`src/rtl/core/sse_pkg.sv`:
```
// Shared types and constants for the shot speed and energy calculator.
// No dependencies.
package sse_pkg;

    typedef enum logic [3:0] {
        ST_IDLE,
        ST_DIV,
        ST_TAIL,
        ST_TDIV,
        ST_SQ,
        ST_SQ_MUL,
        ST_MASS,
        ST_MASS_MUL,
        ST_SBCD,
        ST_SBCD_CONV,
        ST_EBCD,
        ST_EBCD_CONV,
        ST_ROUND,
        ST_DONE
    } t_state;

    typedef struct packed {
        logic load;
        logic start_div;
        logic start_tail;
        logic start_sq;
        logic start_mass;
        logic start_sbcd;
        logic start_ebcd;
        logic do_round;
        logic step;
    } t_cmd;

    typedef struct packed {
        logic bad;
        logic last;
    } t_status;

    localparam logic [1:0] REG_DISTANCE = 2'd0;
    localparam logic [1:0] REG_MASS     = 2'd1;
    localparam logic [3:0] BLANK        = 4'd10;

endpackage

```
`src/rtl/core/shot_speed_energy_calculator_core.sv`:
```
// Top level: result valid when the serial datapath is done; next cycle for a zero or timeout count.
// One request at a time: a new request is taken only once the result has left, so an output stall holds it off.
// Latency is set by the bit-serial dividers, multipliers and BCD converters.
// Synchronous active-low reset clears the controller and both registers.
// Depends on sse_pkg, sse_ctrl, sse_datapath.
module shot_speed_energy_calculator_core #(
    parameter int TIMEOUT_HIGH = 50
) (
    input  logic        i_clk,
    input  logic        i_rst_n,
    input  logic        psel,
    input  logic        penable,
    input  logic        pwrite,
    input  logic [2:0]  paddr,
    input  logic [31:0] pwdata,
    output logic [31:0] prdata,
    output logic        pready,
    input  logic        i_valid,
    output logic        o_stall,
    input  logic [23:0] i_tick_count,
    output logic        o_valid,
    input  logic        i_stall,
    output logic        o_valid_res,
    output logic [15:0] o_speed_tenths,
    output logic [3:0]  o_speed_digit_a,
    output logic [3:0]  o_speed_digit_b,
    output logic [3:0]  o_speed_digit_c,
    output logic [3:0]  o_speed_digit_d,
    output logic [31:0] o_energy_raw,
    output logic [3:0]  o_energy_digit_a,
    output logic [3:0]  o_energy_digit_b,
    output logic [3:0]  o_energy_digit_c,
    output logic [3:0]  o_energy_digit_d,
    output logic [1:0]  o_energy_point
);
    logic [23:0] r_distance;
    logic [7:0]  r_mass;
    sse_pkg::t_cmd cmd;
    sse_pkg::t_status status;
    logic bad, ok;
    logic [15:0] speed;
    logic [3:0]  sd [4];
    logic [3:0]  ed [4];
    logic [31:0] energy;
    logic [1:0]  point;

    assign pready = 1'b1;

    // Register writes
    always_ff @(posedge i_clk) begin
        if (!i_rst_n) begin
            r_distance <= '0;
            r_mass     <= '0;
        end else if (psel && penable && pwrite) begin
            if (paddr[2] == sse_pkg::REG_DISTANCE[0]) r_distance <= pwdata[23:0];
            else r_mass <= pwdata[7:0];
        end
    end

    assign prdata = (paddr[2] == sse_pkg::REG_MASS[0]) ? {24'd0, r_mass}
                                                       : {8'd0, r_distance};

    sse_ctrl u_ctrl (
        .i_clk, .i_rst_n,
        .i_in_valid(i_valid), .o_in_stall(o_stall),
        .o_out_valid(o_valid), .i_out_stall(i_stall),
        .o_bad(bad), .i_status(status), .o_cmd(cmd)
    );

    sse_datapath #(.TIMEOUT_HIGH(TIMEOUT_HIGH)) u_dp (
        .i_clk, .i_cmd(cmd), .o_status(status),
        .i_tick_count, .i_distance(r_distance), .i_mass(r_mass),
        .o_speed(speed), .o_sd(sd), .o_energy(energy), .o_ed(ed),
        .o_point(point), .o_ok(ok)
    );

    // Zero every field on a bad count
    assign o_valid_res      = ok && !bad;
    assign o_speed_tenths   = bad ? '0 : speed;
    assign o_speed_digit_a  = bad ? '0 : sd[0];
    assign o_speed_digit_b  = bad ? '0 : sd[1];
    assign o_speed_digit_c  = bad ? '0 : sd[2];
    assign o_speed_digit_d  = bad ? '0 : sd[3];
    assign o_energy_raw     = bad ? '0 : energy;
    assign o_energy_digit_a = bad ? '0 : ed[0];
    assign o_energy_digit_b = bad ? '0 : ed[1];
    assign o_energy_digit_c = bad ? '0 : ed[2];
    assign o_energy_digit_d = bad ? '0 : ed[3];
    assign o_energy_point   = bad ? '0 : point;
endmodule

```
`src/rtl/core/sse_datapath.sv`:
```
// Datapath: serial divider, serial multiplier, double-dabble converters, rounding.
// Depends on sse_pkg.
module sse_datapath #(
    parameter int TIMEOUT_HIGH = 50
) (
    input  logic                 i_clk,
    input  sse_pkg::t_cmd        i_cmd,
    output sse_pkg::t_status     o_status,
    input  logic [23:0]          i_tick_count,
    input  logic [23:0]          i_distance,
    input  logic [7:0]           i_mass,
    output logic [15:0]          o_speed,
    output logic [3:0]           o_sd [4],
    output logic [31:0]          o_energy,
    output logic [3:0]           o_ed [4],
    output logic [1:0]           o_point,
    output logic                 o_ok
);
    localparam logic [1:0] MODE_DIV = 2'd0;
    localparam logic [1:0] MODE_MUL = 2'd1;
    localparam logic [1:0] MODE_BCD = 2'd2;

    logic [23:0] r_ticks, r_quo;
    logic [24:0] r_rem;
    logic [5:0]  r_cnt;
    logic [31:0] r_acc, r_mcand;
    logic [31:0] r_mplier;
    logic [15:0] r_speed;
    logic [31:0] r_energy;
    logic [31:0] r_bin;
    logic [39:0] r_bcd;
    logic [1:0]  r_mode;
    logic        r_ok;
    logic [3:0]  dg [10];
    logic [3:0]  sel_ed [4];
    logic [1:0]  sel_point;
    logic [24:0] rem_sh;
    logic [39:0] bcd_adj;

    assign o_status.bad  = (i_tick_count == 24'd0) ||
                           (i_tick_count[23:16] >= 8'(TIMEOUT_HIGH));
    assign o_status.last = (r_cnt == 6'd0);

    // Shift remainder left by one with the next dividend bit
    assign rem_sh = {r_rem[23:0], r_quo[23]};

    // Add three to every BCD nibble above four
    always_comb begin
        for (int k = 0; k < 10; k++) begin
            bcd_adj[k*4 +: 4] = (r_bcd[k*4 +: 4] > 4'd4) ? r_bcd[k*4 +: 4] + 4'd3
                                                          : r_bcd[k*4 +: 4];
        end
    end

    always_comb begin
        for (int k = 0; k < 10; k++) dg[k] = r_bcd[(9-k)*4 +: 4];
    end

    // Cascaded round-half-down on the energy digits: a digit above five bumps the next more significant digit
    function automatic logic [39:0] bump(input logic [39:0] b, input int k);
        logic [39:0] x;
        logic        c;
        x = b;
        c = 1'b1;
        for (int j = 9; j >= 0; j--) begin
            if (j <= k && c) begin
                if (x[(9-j)*4 +: 4] == 4'd9) x[(9-j)*4 +: 4] = 4'd0;
                else begin
                    x[(9-j)*4 +: 4] = x[(9-j)*4 +: 4] + 4'd1;
                    c = 1'b0;
                end
            end
        end
        return x;
    endfunction

    function automatic logic [39:0] rnd(input logic [39:0] b, input int k);
        return (b[(9-k)*4 +: 4] > 4'd5) ? bump(b, k - 1) : b;
    endfunction

    always_ff @(posedge i_clk) begin
        if (i_cmd.load) begin
            r_ticks <= i_tick_count;
            r_quo   <= i_distance;
            r_rem   <= '0;
            r_cnt   <= 6'd23;
            r_ok    <= 1'b1;
        end else if (i_cmd.start_tail) begin
            // Divide remainder*10 by ticks: high bits seed the remainder
            r_speed <= 16'(r_quo) * 16'd10;
            r_quo   <= 24'({4'd0, r_rem[23:0]} * 28'd10);
            r_rem   <= 25'(({4'd0, r_rem[23:0]} * 28'd10) >> 24);
            r_cnt   <= 6'd23;
        end else if (i_cmd.start_sq) begin
            r_speed <= r_speed + 16'(r_quo);
            r_acc   <= '0;
            r_mcand <= {16'd0, r_speed + 16'(r_quo)};
            r_mplier <= {16'd0, r_speed + 16'(r_quo)};
            r_cnt   <= 6'd15;
        end else if (i_cmd.start_mass) begin
            r_acc    <= '0;
            r_mcand  <= {1'b0, r_acc[31:1]};
            r_mplier <= {24'd0, i_mass};
            r_cnt    <= 6'd7;
        end else if (i_cmd.start_sbcd) begin
            r_energy <= r_acc;
            r_bin    <= {r_speed, 16'd0};
            r_bcd    <= '0;
            r_cnt    <= 6'd15;
        end else if (i_cmd.start_ebcd) begin
            r_bcd    <= '0;
            r_bin    <= r_energy;
            r_cnt    <= 6'd31;
            // Capture speed digits: thousands, hundreds, tens, ones of tenths
            o_sd[0]  <= (r_bcd[15:12] != 4'd0) ? r_bcd[15:12] : sse_pkg::BLANK;
            o_sd[1]  <= (r_bcd[15:12] != 4'd0 || r_bcd[11:8] != 4'd0) ? r_bcd[11:8]
                                                                   : sse_pkg::BLANK;
            o_sd[2]  <= r_bcd[7:4];
            o_sd[3]  <= r_bcd[3:0];
        end else if (i_cmd.do_round) begin
            r_bcd <= rnd(rnd(rnd(rnd(r_bcd, 9), 8), 7), 6);
        end else if (i_cmd.step) begin
            r_cnt <= r_cnt - 6'd1;
            case (r_mode)
                MODE_DIV: begin
                    // Restoring division step
                    r_quo <= {r_quo[22:0], rem_sh >= {1'b0, r_ticks}};
                    r_rem <= (rem_sh >= {1'b0, r_ticks}) ? rem_sh - {1'b0, r_ticks}
                                                         : rem_sh;
                end
                MODE_MUL: begin
                    if (r_mplier[0]) r_acc <= r_acc + r_mcand;
                    r_mcand  <= {r_mcand[30:0], 1'b0};
                    r_mplier <= {1'b0, r_mplier[31:1]};
                end
                default: begin
                    r_bcd <= {bcd_adj[38:0], r_bin[31]};
                    r_bin <= {r_bin[30:0], 1'b0};
                end
            endcase
        end
    end

    // Datapath operating mode
    always_ff @(posedge i_clk) begin
        if (i_cmd.load || i_cmd.start_tail) r_mode <= MODE_DIV;
        else if (i_cmd.start_sq || i_cmd.start_mass) r_mode <= MODE_MUL;
        else if (i_cmd.start_sbcd) r_mode <= MODE_BCD;
        else if (i_cmd.start_ebcd) r_mode <= MODE_BCD;
    end

    // Energy digit selection
    always_comb begin
        logic [39:0] b;
        b = r_bcd;
        if (dg[0] != 4'd0) begin
            b = rnd(rnd(b, 5), 4);
            for (int k = 0; k < 4; k++) sel_ed[k] = b[(9-k)*4 +: 4];
            sel_point = 2'd2;
        end else if (dg[1] != 4'd0) begin
            b = rnd(b, 5);
            for (int k = 0; k < 4; k++) sel_ed[k] = b[(8-k)*4 +: 4];
            sel_point = 2'd1;
        end else begin
            for (int k = 0; k < 4; k++) sel_ed[k] = b[(7-k)*4 +: 4];
            sel_point = 2'd0;
        end
    end

    assign o_speed  = r_speed;
    assign o_energy = r_energy;
    assign o_ed     = sel_ed;
    assign o_point  = sel_point;
    assign o_ok     = r_ok;
endmodule

```
`src/rtl/core/sse_ctrl.sv`:
```
// Controller state machine sequencing the datapath.
// Depends on sse_pkg.
module sse_ctrl (
    input  logic              i_clk,
    input  logic              i_rst_n,
    input  logic              i_in_valid,
    output logic              o_in_stall,
    output logic              o_out_valid,
    input  logic              i_out_stall,
    output logic              o_bad,
    input  sse_pkg::t_status  i_status,
    output sse_pkg::t_cmd     o_cmd
);
    sse_pkg::t_state r_state, n_state;
    logic r_bad, n_bad;

    always_ff @(posedge i_clk) begin
        if (!i_rst_n) begin
            r_state <= sse_pkg::ST_IDLE;
            r_bad   <= 1'b0;
        end else begin
            r_state <= n_state;
            r_bad   <= n_bad;
        end
    end

    always_comb begin
        n_state     = r_state;
        n_bad       = r_bad;
        o_cmd       = '0;
        o_in_stall  = 1'b1;
        o_out_valid = 1'b0;
        case (r_state)
            sse_pkg::ST_IDLE: begin
                o_in_stall = 1'b0;
                if (i_in_valid) begin
                    o_cmd.load = 1'b1;
                    n_bad      = i_status.bad;
                    n_state    = i_status.bad ? sse_pkg::ST_DONE : sse_pkg::ST_DIV;
                end
            end
            sse_pkg::ST_DIV: begin
                o_cmd.step = 1'b1;
                if (i_status.last) begin
                    n_state = sse_pkg::ST_TAIL;
                end
            end
            sse_pkg::ST_TAIL: begin
                o_cmd.start_tail = 1'b1;
                n_state = sse_pkg::ST_TDIV;
            end
            sse_pkg::ST_TDIV: begin
                o_cmd.step = 1'b1;
                if (i_status.last) n_state = sse_pkg::ST_SQ;
            end
            sse_pkg::ST_SQ: begin
                o_cmd.start_sq = 1'b1;
                n_state = sse_pkg::ST_SQ_MUL;
            end
            sse_pkg::ST_SQ_MUL: begin
                o_cmd.step = 1'b1;
                if (i_status.last) n_state = sse_pkg::ST_MASS;
            end
            sse_pkg::ST_MASS: begin
                o_cmd.start_mass = 1'b1;
                n_state = sse_pkg::ST_MASS_MUL;
            end
            sse_pkg::ST_MASS_MUL: begin
                o_cmd.step = 1'b1;
                if (i_status.last) n_state = sse_pkg::ST_SBCD;
            end
            sse_pkg::ST_SBCD: begin
                o_cmd.start_sbcd = 1'b1;
                n_state = sse_pkg::ST_SBCD_CONV;
            end
            sse_pkg::ST_SBCD_CONV: begin
                o_cmd.step = 1'b1;
                if (i_status.last) n_state = sse_pkg::ST_EBCD;
            end
            sse_pkg::ST_EBCD: begin
                o_cmd.start_ebcd = 1'b1;
                n_state = sse_pkg::ST_EBCD_CONV;
            end
            sse_pkg::ST_EBCD_CONV: begin
                o_cmd.step = 1'b1;
                if (i_status.last) n_state = sse_pkg::ST_ROUND;
            end
            sse_pkg::ST_ROUND: begin
                o_cmd.do_round = 1'b1;
                n_state = sse_pkg::ST_DONE;
            end
            sse_pkg::ST_DONE: begin
                o_out_valid = 1'b1;
                if (!i_out_stall) n_state = sse_pkg::ST_IDLE;
            end
            default: n_state = sse_pkg::ST_IDLE;
        endcase
    end

    assign o_bad = r_bad;
endmodule

```
`config.mk`:
```
export PLATFORM = sky130hd
export DESIGN_NAME = shot_speed_energy_calculator_core
export DESIGN_NICKNAME = d
export VERILOG_FILES = /design/src/rtl/core/sse_pkg.sv /design/src/rtl/core/shot_speed_energy_calculator_core.sv /design/src/rtl/core/sse_datapath.sv /design/src/rtl/core/sse_ctrl.sv
export SDC_FILE = /design/constraint.sdc
export NUM_CORES = 1
export LEC_CHECK = 0
export ABC_AREA = 1
export BUFFER_PORTS_ARGS = -buffer_cell sky130_fd_sc_hd__buf_2
export CAP_MARGIN = 15
export CORE_AREA = 4 4 262 264
export DETAILED_ROUTE_END_ITERATION = 12
export DIE_AREA = 0 0 266 268
export SYNTH_ARGS = -nofsm -noshare
export SYNTH_HDL_FRONTEND = slang
export SYNTH_SLANG_ARGS = --single-unit
```
`constraint.sdc`:
```
create_clock -name i_clk -period 12.4 [get_ports i_clk]
set_clock_uncertainty 0.2 [all_clocks]
set_input_delay 0.62 -clock i_clk [delete_from_list [all_inputs] [get_ports i_clk]]
set_output_delay 0.62 -clock i_clk [all_outputs]
set_load 0.02 [all_outputs]
```
* Yosys cells after proc, flatten, opt, wreduce, memory -nomap -nowiden
Index checks and enable logic that the tools add are counted.
Storage, ports and cells: input bits 66, output and inout bits 118, word-level logic and storage cells 835, register bits 349
Operators by class: reduce and logical (&&, ||, !) cells 51, magnitude comparators 18, eq/ne operators 73, bitwise logic cells 8, add/subtract/negate cells 48, $mul 2, mux-type cells 607
Operators with widths (count):
- $mux 4 | 277
- $mux 32 | 22
- $mux 40 | 9
- $mux 1 | 266
- $mux 24 | 11
- $eq 4x4->1 const B | 40
- $add 4x1->4 const B | 34
- $mux 16 | 8
- $gt 4x3->1 const B | 16
- $pmux 4 s14 | 1
- $add 4x2->4 const B | 9
- $mux 36 | 1
- $reduce_and 7->1 | 5
- $add 32x32->32 | 1
- $mux 31 | 1
- $mux 5 | 6
- $ne 3x1->1 const B | 10
- $mul 24x3->27 const B | 1
- $ge 25x24->1 | 1
- $logic_not 24->1 | 1
- $sub 24x24->24 | 1
- $reduce_bool 3->1 | 7
- $reduce_bool 4->1 | 5
- $add 16x16->16 | 1
- 29 further kinds | 73

* Longest topological paths before layout
Gate-level depths: netlist of the first run.
depth in word-level cells 242, mapped depth 40, depth with buffers taken out 38

* By module
A second synthesis of the first run with hierarchy kept.
Unflattened totals: cell total of the unflattened synthesis 3445, area, all modules 25592.0 um^2
By module, submodules not included:
- sse_datapath | area each 22806.9 um^2, instances 1, seq. area each 8568.2 um^2, cells an instance 2926
- shot_speed_energy_calculator_core | area each 2372.3 um^2, instances 1, seq. area each 640.6 um^2, cells an instance 448
- sse_ctrl | area each 412.9 um^2, instances 1, seq. area each 100.1 um^2, cells an instance 71

* Least setup slack after synthesis of the first run
No wires, ideal clock.
path kind flip-flop to flip-flop, start point register u_ctrl.r_state[2], end point register u_dp.r_acc[0], enable pin, cell stages (with the launch flop) 7, setup time 0.391 ns, setup slack 6.206 ns, period minus slack after synthesis 6.194 ns, arrival 5.603 ns, buffers on the path 0, data required time 11.809 ns, cells stage by stage dfxtp_1 -> nand2_1 -> inv_1 -> nor2_1 -> inv_1 -> o31ai_1 -> o21a_1
On the way: longest elaborated chain between the ends 5, elaborated cells between the ends (all ways) 31, those cells by class eq/ne: 15; mux: 8; bitwise: 2; reduce/logical: 6
RTL lines:
- from (decl) | line sse_ctrl.sv:14 | sse_pkg::t_state r_state, n_state;
- from (signal assigned) | line sse_ctrl.sv:19 | r_state <= sse_pkg::ST_IDLE;
- from (signal assigned) | line sse_ctrl.sv:22 | r_state <= n_state;
- $eq 4x1->1 (tied with other cells) | line sse_ctrl.sv:33 | case (r_state)
- $reduce_or 6->1 (no line)
- $mux 1 | line sse_ctrl.sv:33
- $reduce_bool 3->1 (no line)
- $reduce_and 8->1 (no line) *
- to (signal assigned) | line sse_datapath.sv:132 | if (r_mplier[0]) r_acc <= r_acc + r_mcand;
- to (decl) | line sse_datapath.sv:26 | logic [31:0] r_acc, r_mcand;
Mark *: on every way between the ends. The rest lies on a longest branch, timed or not. A chain may end at the register's enable or synchronous reset.

* Final worst setup path of the first run
start point register u_dp.r_bcd[16], in the netlist u_dp.dg[16], end point output o_energy_digit_a[2]
On the way: longest elaborated chain between the ends 13, elaborated cells between the ends (all ways) 23, those cells by class add/sub: 1; order compare: 2; eq/ne: 4; mux: 16
RTL lines:
- from (decl) | line sse_datapath.sv:31 | logic [39:0] r_bcd;
- from (signal assigned) | line sse_datapath.sv:121 | r_bcd <= rnd(rnd(rnd(rnd(r_bcd, 9), 8), 7), 6);
- from (signal assigned) | line sse_datapath.sv:137 | r_bcd <= {bcd_adj[38:0], r_bin[31]};
- $gt 4x3->1 * | line sse_datapath.sv:78 | return (b[(9-k)*4 +: 4] > 4'd5) ? bump(b, k - 1) : b;
- $mux 40 | line sse_datapath.sv:78
- $eq 4x4->1 | line sse_datapath.sv:67 | if (x[(9-j)*4 +: 4] == 4'd9) x[(9-j)*4 +: 4] = 4'd0;
- $mux 1 | line sse_datapath.sv:67
- $mux 1 | line sse_datapath.sv:156 | if (dg[0] != 4'd0) begin
- $mux 1 | line sse_datapath.sv:66 | if (j <= k && c) begin
- $mux 1 | line sse_datapath.sv:156
- $mux 1 | line sse_datapath.sv:66
- $mux 1 | line sse_datapath.sv:156
- $mux 4 | line sse_datapath.sv:66
- $mux 40 | line sse_datapath.sv:78
- $mux 16 * | line sse_datapath.sv:156
- $mux 4 * | line shot_speed_energy_calculator_core.sv:85 | assign o_energy_digit_a = bad ? '0 : ed[0];
- to (decl) | line shot_speed_energy_calculator_core.sv:30 | output logic [3:0] o_energy_digit_a,
Mark *: on every way between the ends. The rest lies on a longest branch, timed or not. The select of a mux whose other input is x is not followed.

==> results, run 1 <==
- The starting DRC count in detailed routing is 1465.
- Dividing the detail-routed wire length by the instance count gives 16.3 µm.
- The maximum vdd drop is 0.169 mV.
- Synthesis produced 3251 cells.
- The region available for standard cell placement spans 0.0666 mm².
- In this run the static leakage power is 12.8 nW.
- Dividing total power by cell area gives a power density of 247 mW/mm².
- The width of the chip is 266 µm.
- The number of global-route vias before repair was 20900.
- The number of setup buffers added after CTS is 0.
- The class of the tightest hold or removal check is input pin to flip-flop.
- The filler cells instantiated in the layout total 6848.
- The first global-routing pass estimated 111 mm of wire.
- The flow ran to the end, and the final reports show no timing, DRC or antenna violations.
- Summing all placed instances gives a cell area of 0.0267 mm².
- For this run, the slowest stage of the critical path takes 600 ps.
- The final routed wirelength across all metal layers is 69.9 mm.
- The total I/O pin count is 184.
- The class of the most critical setup path is flip-flop to primary output.
- The final layout contains 3669 nets.
- The share of the Yosys chip area taken by registers is 0.373.
- The row count is 95.
- The clock transition at the registers of the reported paths is 60 ps.
- The primary flip-flop cell chosen by synthesis mapping is edfxtp_1.
- The number of hold violations in the final report is 0.
- The final setup violation count is 0.
- The slew at the pin closest to its max-slew limit is 1110 ps.
- The worst path needs 6100 ps of the cycle, external delays included.
- The post-detailed-route via-to-cell ratio is 5.12.
- Of the cells placed in the final design, the portion with a size suffix greater than 1 is 0.114.
- The area of the die is 0.0713 mm².
- The first detailed-routing pass ran for 5 iterations.
- The final standard cell utilization of the core is 0.423.
- The later-pin clock latency in the skew report is 580 ps.
- The initial antenna violation count is 4.
- The number of flops mapped to enable cells by yosys is 264.
- In the finished design, the share of the clock period the worst path needs comes to 0.492.
- The quantity of I/O buffers inserted on ports is 164.
- The die is 268 µm tall.
- In this design, the critical path's most frequently occurring cell is inv_1.
- Data on the critical path is required at its endpoint by 11580 ps.
- The capturing element type of the critical path is a primary output.
- After clock tree synthesis, the flow added hold-fix buffers numbering 0.
- The standard cell with the maximum stage delay on the critical path is edfxtp_1.
- The number of buffers added by the clock tree synthesis step is 42.
- The fraction of registers with async set or reset after synthesis is 0.
- The cell area after synthesis is 0.0249 mm².
- The largest fanout of any net on the critical path is 9.
- For this run, design rule violations remaining after detail routing come to 0.
- The number of buffers on the longest clock path is 3.
- Across every metal layer, demand over resource in global routing totals 0.192.
- The CTS H-tree depth is 2.
- The cell chosen for the clock root is clkbuf_16.
- The mean instance size in the synthesized netlist is 7.67 µm².
- The critical path launch point type is a flip-flop.
- Setup repair after global routing left no endpoint under its margin.
- The placement-stage worst setup slack is 6490 ps.
- Across all setup checks in the final design, the least slack found is 6300 ps.
- TritonCTS built the clock tree.
- The final RePlAce weighted congestion is 0.870.
- The area of all placed cells without fillers is 0.0281 mm².
- At the worst endpoint, the arrival time is 5280 ps.
- Gates resized during post-CTS repair numbered 0.
- Compared with the post-synthesis result, the final layout area differs by 12.9%.
- The achievable clock frequency is 164 MHz.
- Adding up every negative setup slack in the final design gives 0 ps.
- Detailed placement finished with a half-perimeter wire length of 52.2 mm.
- The number of warnings reported in the yosys synthesis log is 0.
- The critical path's top delay family is simple AND/OR/NAND/NOR gates.
- Measured against its own limit, the worst slew margin works out to 0.261.
- Entering global routing, the biggest net connects 77 pins.
- The post-synthesis cell type count is 63.
- The number of buffers and inverters on the critical path is 8.
- The initial core utilization is 0.375.
- The clock sink count is 333.
- The final number of max-transition violations came to 0.
- After synthesis the netlist holds a flip-flop and latch count of 333.
- Traced cell by cell, the critical path runs through inv_1 > ha_1 > or2_2 > o21ai_2 > inv_1 > nor2_2 > inv_1 > nor2_2 > inv_1 > nor2_2 > inv_1 > nand2_1 > o21ai_0 > inv_1 > ha_1 > inv_1 > nor3_2 > nand2_1 > o21ai_0 > a21oi_1 > a221oi_1 > a211oi_1 > buf_2.
- The max-capacitance violation count is 0.
- The final route contains 22000 vias.
- The aggregate global routing overflow is 0.
- Once detail routing completed, the nets flagged for antenna violations numbered 0.
-- worst paths after layout --
kind / from / endpoint / slack [ps] / depth (start not counted)
max: u_dp.dg[16] / o_energy_digit_a[2] / 6300 / 23
min: i_tick_count[14] / u_dp.r_ticks[14] / 30 / 1
min reg2reg: u_dp.r_acc[0] / u_dp.o_energy[0] / 270 / 0
max reg2reg: u_dp.dg[1] / u_dp.dg[39] / 6440 / 35
-- placed cells by master, fill, tap and decap left out, types with 7 or more instances in the layout --
cell,synthesis,routed
a211oi_1,14,14
a21oi_1,252,252
a22o_1,15,15
a31oi_1,16,16
buf_2,5,164
buf_4,11,21
bufinv_16,0,7
clkbuf_1,73,7
clkbuf_16,0,42
clkinv_1,4,12
conb_1,2,9
dfxtp_1,69,68
edfxtp_1,264,264
ha_1,207,207
inv_1,421,421
inv_2,19,19
nand2_1,688,688
nand2_2,22,22
nand3_1,181,181
nand3_2,16,16
nand4_1,32,32
nor2_1,323,313
nor2_2,21,28
nor2_4,16,19
nor3_1,40,38
nor4_1,10,10
o211ai_1,61,61
o21a_1,16,16
o21ai_0,250,249
o21ai_1,11,11
o21ai_2,7,7
o21bai_1,7,7
o221ai_1,18,18
o22ai_1,8,8
o31ai_1,8,7
or2_2,10,10
xnor2_1,28,28
xor2_1,48,48
-- stage by stage --
stage / std cells / total power, mW / hold WS [ps]
after floorplan: 3258 / 4.66 / 231
final: 4298 / 6.95 / 34.2
after detailed placement: 4219 / 5.66 / 263
after CTS: 4295 / 7.00 / 7.23
after global routing: 4296 / 7.57 / 10.9
after global placement: 4219 / 5.63 / 263
-- logic make-up (layout without fill, tap and decap cells) --
kind of cell | after synthesis | count (layout) | synth area share
xor+xnor | 77 | 77 | 0.0278
buf+inv | 542 | 707 | 0.0850
flops | 333 | 333 | 0.373
simple gates | 1377 | 1377 | 0.242
compound gates | 708 | 708 | 0.163
fa+ha+maj | 212 | 212 | 0.108
other cells | 2 | 11 | 0.000301
-- state kept, by name (all words and copies together) (netlist names), 8 cells and up --
| name | flops |
|---|---|
| u_dp.dg | 40 |
| u_dp.o_energy | 32 |
| u_dp.r_acc | 32 |
| u_dp.r_bin | 32 |
| u_dp.r_mcand | 32 |
| r_distance | 24 |
| u_dp.r_quo | 24 |
| u_dp.r_rem | 24 |
| u_dp.r_ticks | 24 |
| u_dp.o_sd | 16 |
| u_dp.o_speed | 16 |
| u_dp.r_mplier | 16 |
| r_mass | 8 |
-- cells in the mapped netlist (10+ instances only) --
cell,n,area (µm²)
ha_1,207,2590
o21ai_0,250,1250
o21ai_1,11,55.1
a22o_1,15,131
xor2_1,48,420
o21a_1,16,120
a31oi_1,16,100
nor4_1,10,62.6
nor2_4,16,180
nand3_2,16,160
nor3_1,40,200
dfxtp_1,69,1380
nand2_2,22,138
o221ai_1,18,158
buf_4,11,82.6
edfxtp_1,264,7930
nor2_1,323,1210
clkbuf_1,73,274
nand3_1,181,906
inv_1,421,1580
nand4_1,32,200
or2_2,10,62.6
a21oi_1,252,1260
nor2_2,21,131
a211oi_1,14,105
o211ai_1,61,458
xnor2_1,28,245
inv_2,19,71.3
nand2_1,688,2580
-- layout make-up --
type                    count  area [µm²]  share of cell area
flip-flops and latches    333        9310               0.331
clock inverters            25         344              0.0122
diodes                      2        5.00            0.000178
clock buffers              51        1100              0.0393
well taps                 873        1090              0.0388
multi-input cells        2383       13600               0.484
repair buffers            186        1010              0.0357
inverters                 445        1670              0.0594
-- report_power, final --
| group | leakage [nW] | switching, mW | internal [mW] |
|---|---|---|---|
| clock | 0.699 | 0.517 | 0.787 |
| combinational | 9.08 | 2.33 | 1.23 |
| sequential | 3.00 | 0.337 | 1.75 |
-- per-layer routing --
layer  global-route usage  share of wire
met5                    0        0.00019
met4               0.0568          0.029
met3               0.0260          0.046
met2                0.329           0.47
met1                0.254           0.45
(Power assumes the default switching activity.)
==> inputs of run 2 (changes only) <==
==> constraint.sdc (replaced) <==
create_clock -name i_clk -period 5.7 [get_ports i_clk]
set_clock_uncertainty 0.2 [all_clocks]
set_input_delay 0.285 -clock i_clk [delete_from_list [all_inputs] [get_ports i_clk]]
set_output_delay 0.285 -clock i_clk [all_outputs]
set_load 0.02 [all_outputs]
==> run 2 against run 1 <==
Effect of this change: clock power is 96% higher; first-iteration DRC count shrank 1.6%; largest cell class unchanged; core utilization increased by 1.1 points.
==> results, run 2 (synthesis results as in run 1) <==
- The flow ran to the end, and the final reports show no timing, DRC or antenna violations.
- The post-detailed-route via-to-cell ratio is 5.13 (about the same).
- The clock transition at the registers of the reported paths is 70 ps (about the same).
- The length of the first detailed-routing pass in iterations was 5 (unchanged).
- The row count is 95 (unchanged).
- The wire length of the first global-routing pass is 112 mm (+0.42%).
- The global router's overall resource usage came to 0.192 (about the same).
- From synthesis to final layout, the design area changed by 15.7%.
- The slew at the pin closest to its max-slew limit came to 1050 ps (-58.1 ps).
- The width of the chip is 266 µm (unchanged).
- The number of antenna cells inserted was 0 (-2).
- The post-DP HPWL is 52.9 mm (+1.4%).
- The post-detailed-route wirelength per cell came to 16.1 µm (-0.96%).
- The worst register-to-register path begins at u_dp.dg[0].
- The critical path launch point type is a flip-flop.
- The net total in the final layout is 3753 (+2.3%).
- The number of buffers added by the clock tree synthesis step is 39 (-7.1%).
- The final RePlAce weighted congestion is 0.860 (-1.2%).
- The leakage dissipation was 13.1 nW (+2.6%).
- The critical path is of the flip-flop to primary output type.
- The library cell appearing most often on the critical path is inv_1.
- The starting DRC count in detailed routing is 1442 (-1.6%).
- The standard cell with the maximum stage delay on the critical path is edfxtp_1.
- The maximum vdd drop is 0.363 mV (+120%).
- The worst slew margin relative to its limit is 0.299 (+0.0378).
- The final standard cell utilization of the core is 0.433 (+0.0106).
- The final total power is 15.0 mW (+120%).
- The cell chosen for the clock root is clkbuf_16.
- The number of hold violations in the final report came to 0 (unchanged).
- The clock sink count came to 333 (unchanged).
- The quantity of I/O buffers inserted on ports was 164 (unchanged).
- The aggregate global routing overflow is 0 (unchanged).
- The critical path endpoint is o_energy_digit_a[3].
- The min-delay analysis places its worst path in the category input pin to flip-flop.
- The initial antenna violation count came to 2 (-2).
- The number of remaining DRC errors is 0 (unchanged).
- The initial core utilization is 0.375 (unchanged).
- The largest fanout of any net on the critical path is 9 (unchanged).
- The worst hold margin is 59.6 ps (+25.4 ps).
- The final routed wirelength across all metal layers is 70.6 mm (+0.88%).
- The later-pin clock latency in the skew report is 580 ps (about the same).
- The combined area of the multi-input logic cells came to 0.0137 mm² (+0.51%).
- The area of the core is 0.0666 mm² (unchanged).
- The number of flip-flops in the largest register came to 40 (unchanged).
- The number of buffers on the longest clock path is 3 (unchanged).
- The achievable clock frequency is 190 MHz.
- The largest net degree at the start of global routing is 65 (-16%).
- The beginning of the worst hold path is pwrite.
- The ratio of cells with drive above 1 in the final layout is 0.120 (+0.00676).
- The area of the die was 0.0713 mm² (unchanged).
- The data arrival time of the worst path is 4770 ps (-510 ps).
- The register area was 0.00931 mm² (unchanged).
- The capturing point of the worst reg2reg path is u_dp.dg[39].
- The total I/O pin count is 184 (unchanged).
- The final number of max-transition violations is 0 (unchanged).
- The number of antenna-violating nets in the routed design came to 0 (unchanged).
- The number of global-route vias before repair came to 21000 (+0.51%).
- The final setup violation count was 0 (unchanged).
- The commonest non-fill, non-tap cell in the layout is nand2_1.
- The part of the cycle the worst path needs is 0.922.
- STA classifies the critical path endpoint as a primary output.
- The worst endpoint required time is 5220 ps (-6360 ps).
- The die height is 268 µm (unchanged).
- TritonCTS built the clock tree.
- The max-capacitance violation count came to 0 (unchanged).
- The worst-case reg-to-reg path depth is 34 (-2.9%).
- The CTS H-tree depth is 2 (unchanged).
- The timing startpoint of the critical path is u_dp.dg[16].
- The internal reg-to-reg setup slack is 530 ps (-5910 ps).
- The stage delay of the slowest cell on the critical path is 470 ps (-130 ps).
- The power density over the cells was 519 mW/mm² (+110%).
- The detailed-route via count is 22500 (+1.9%).
- The top cell types in the final layout, fill and taps aside, are nand2_1, inv_1, nor2_1, edfxtp_1, a21oi_1.
- The filler cell count is 6742 (-1.5%).
- The clock period minus final worst setup slack is 5250 ps.
-- run 2: cell types whose count changed in the layout (fill, tap and decap cells not counted), sizes merged --
cell         delta
inv             -3
dlygate4sd3    +57
clkbuf          +2
diode           -2
buf            +30
bufinv          -4
-- run 2: stage by stage --
step                cell area [µm²]  setup WS, ps  instances  TNS, ps
floorplan                     25000           951       3258        0
finish                        28900           447       4378        0
detailed placement            26800           265       4240        0
global placement              26800           333       4240        0
global route                  28900         -9.01       4378    -9.01
CTS                           28700          91.5       4368        0
-- run 2: worst max-delay path: cells and delay by family (launching register included) --
kind,cells,cell delay [ps]
flip-flops,1,470
buffers and inverters,10,1200
adder cells (fa/ha/maj),2,360
AO/OA/AOI/OAI,3,360
AND/OR/NAND/NOR,10,1640
XOR/XNOR,1,150
-- run 2: final cells by class --
| cell class | count | share of cell area |
|---|---|---|
| clock buffer | 53 | 0.0367 |
| clock inverter | 18 | 0.00794 |
| inverter | 445 | 0.0579 |
| multi-input combinational | 2383 | 0.474 |
| sequential | 333 | 0.323 |
| tap | 873 | 0.0379 |
| timing repair buffer | 273 | 0.0627 |
-- run 2: worst min path at each step --
stage,end,slack [ps],cells past startpoint
4_1_cts,r_mass[7],30,5
2_1_floorplan,u_dp.r_ticks[0],180,0
3_5_place_dp,u_dp.o_energy[0],240,0
3_3_place_gp,u_dp.o_energy[0],240,0
5_1_grt,u_ctrl.r_state[2],120,6
6_report,r_mass[7],60,5
-- run 2: power by group --
group	switching [mW]	internal [mW]	leakage [nW]
combinational	5.18	2.76	9.50
clock	1.09	1.46	0.615
sequential	0.672	3.81	3.00
-- run 2: timing repair --
action                                 in CTS  in global routing
hold buffers                               57                  0
resized for setup                           0                 21
buffers inserted                            0                  8
endpoints found under the hold margin      57                  0
setup endpoints to repair                   0                 28
-- run 2: layer usage --
layer	vias to the layer above	part of all wire	global-route usage	wire, µm
met3	110	0.050	0.0297	3550
li1	11400	-	-	-
met1	10400	0.45	0.257	31900
met5	-	0.00018	0	13
met2	480	0.47	0.324	33400
met4	2	0.025	0.0531	1770
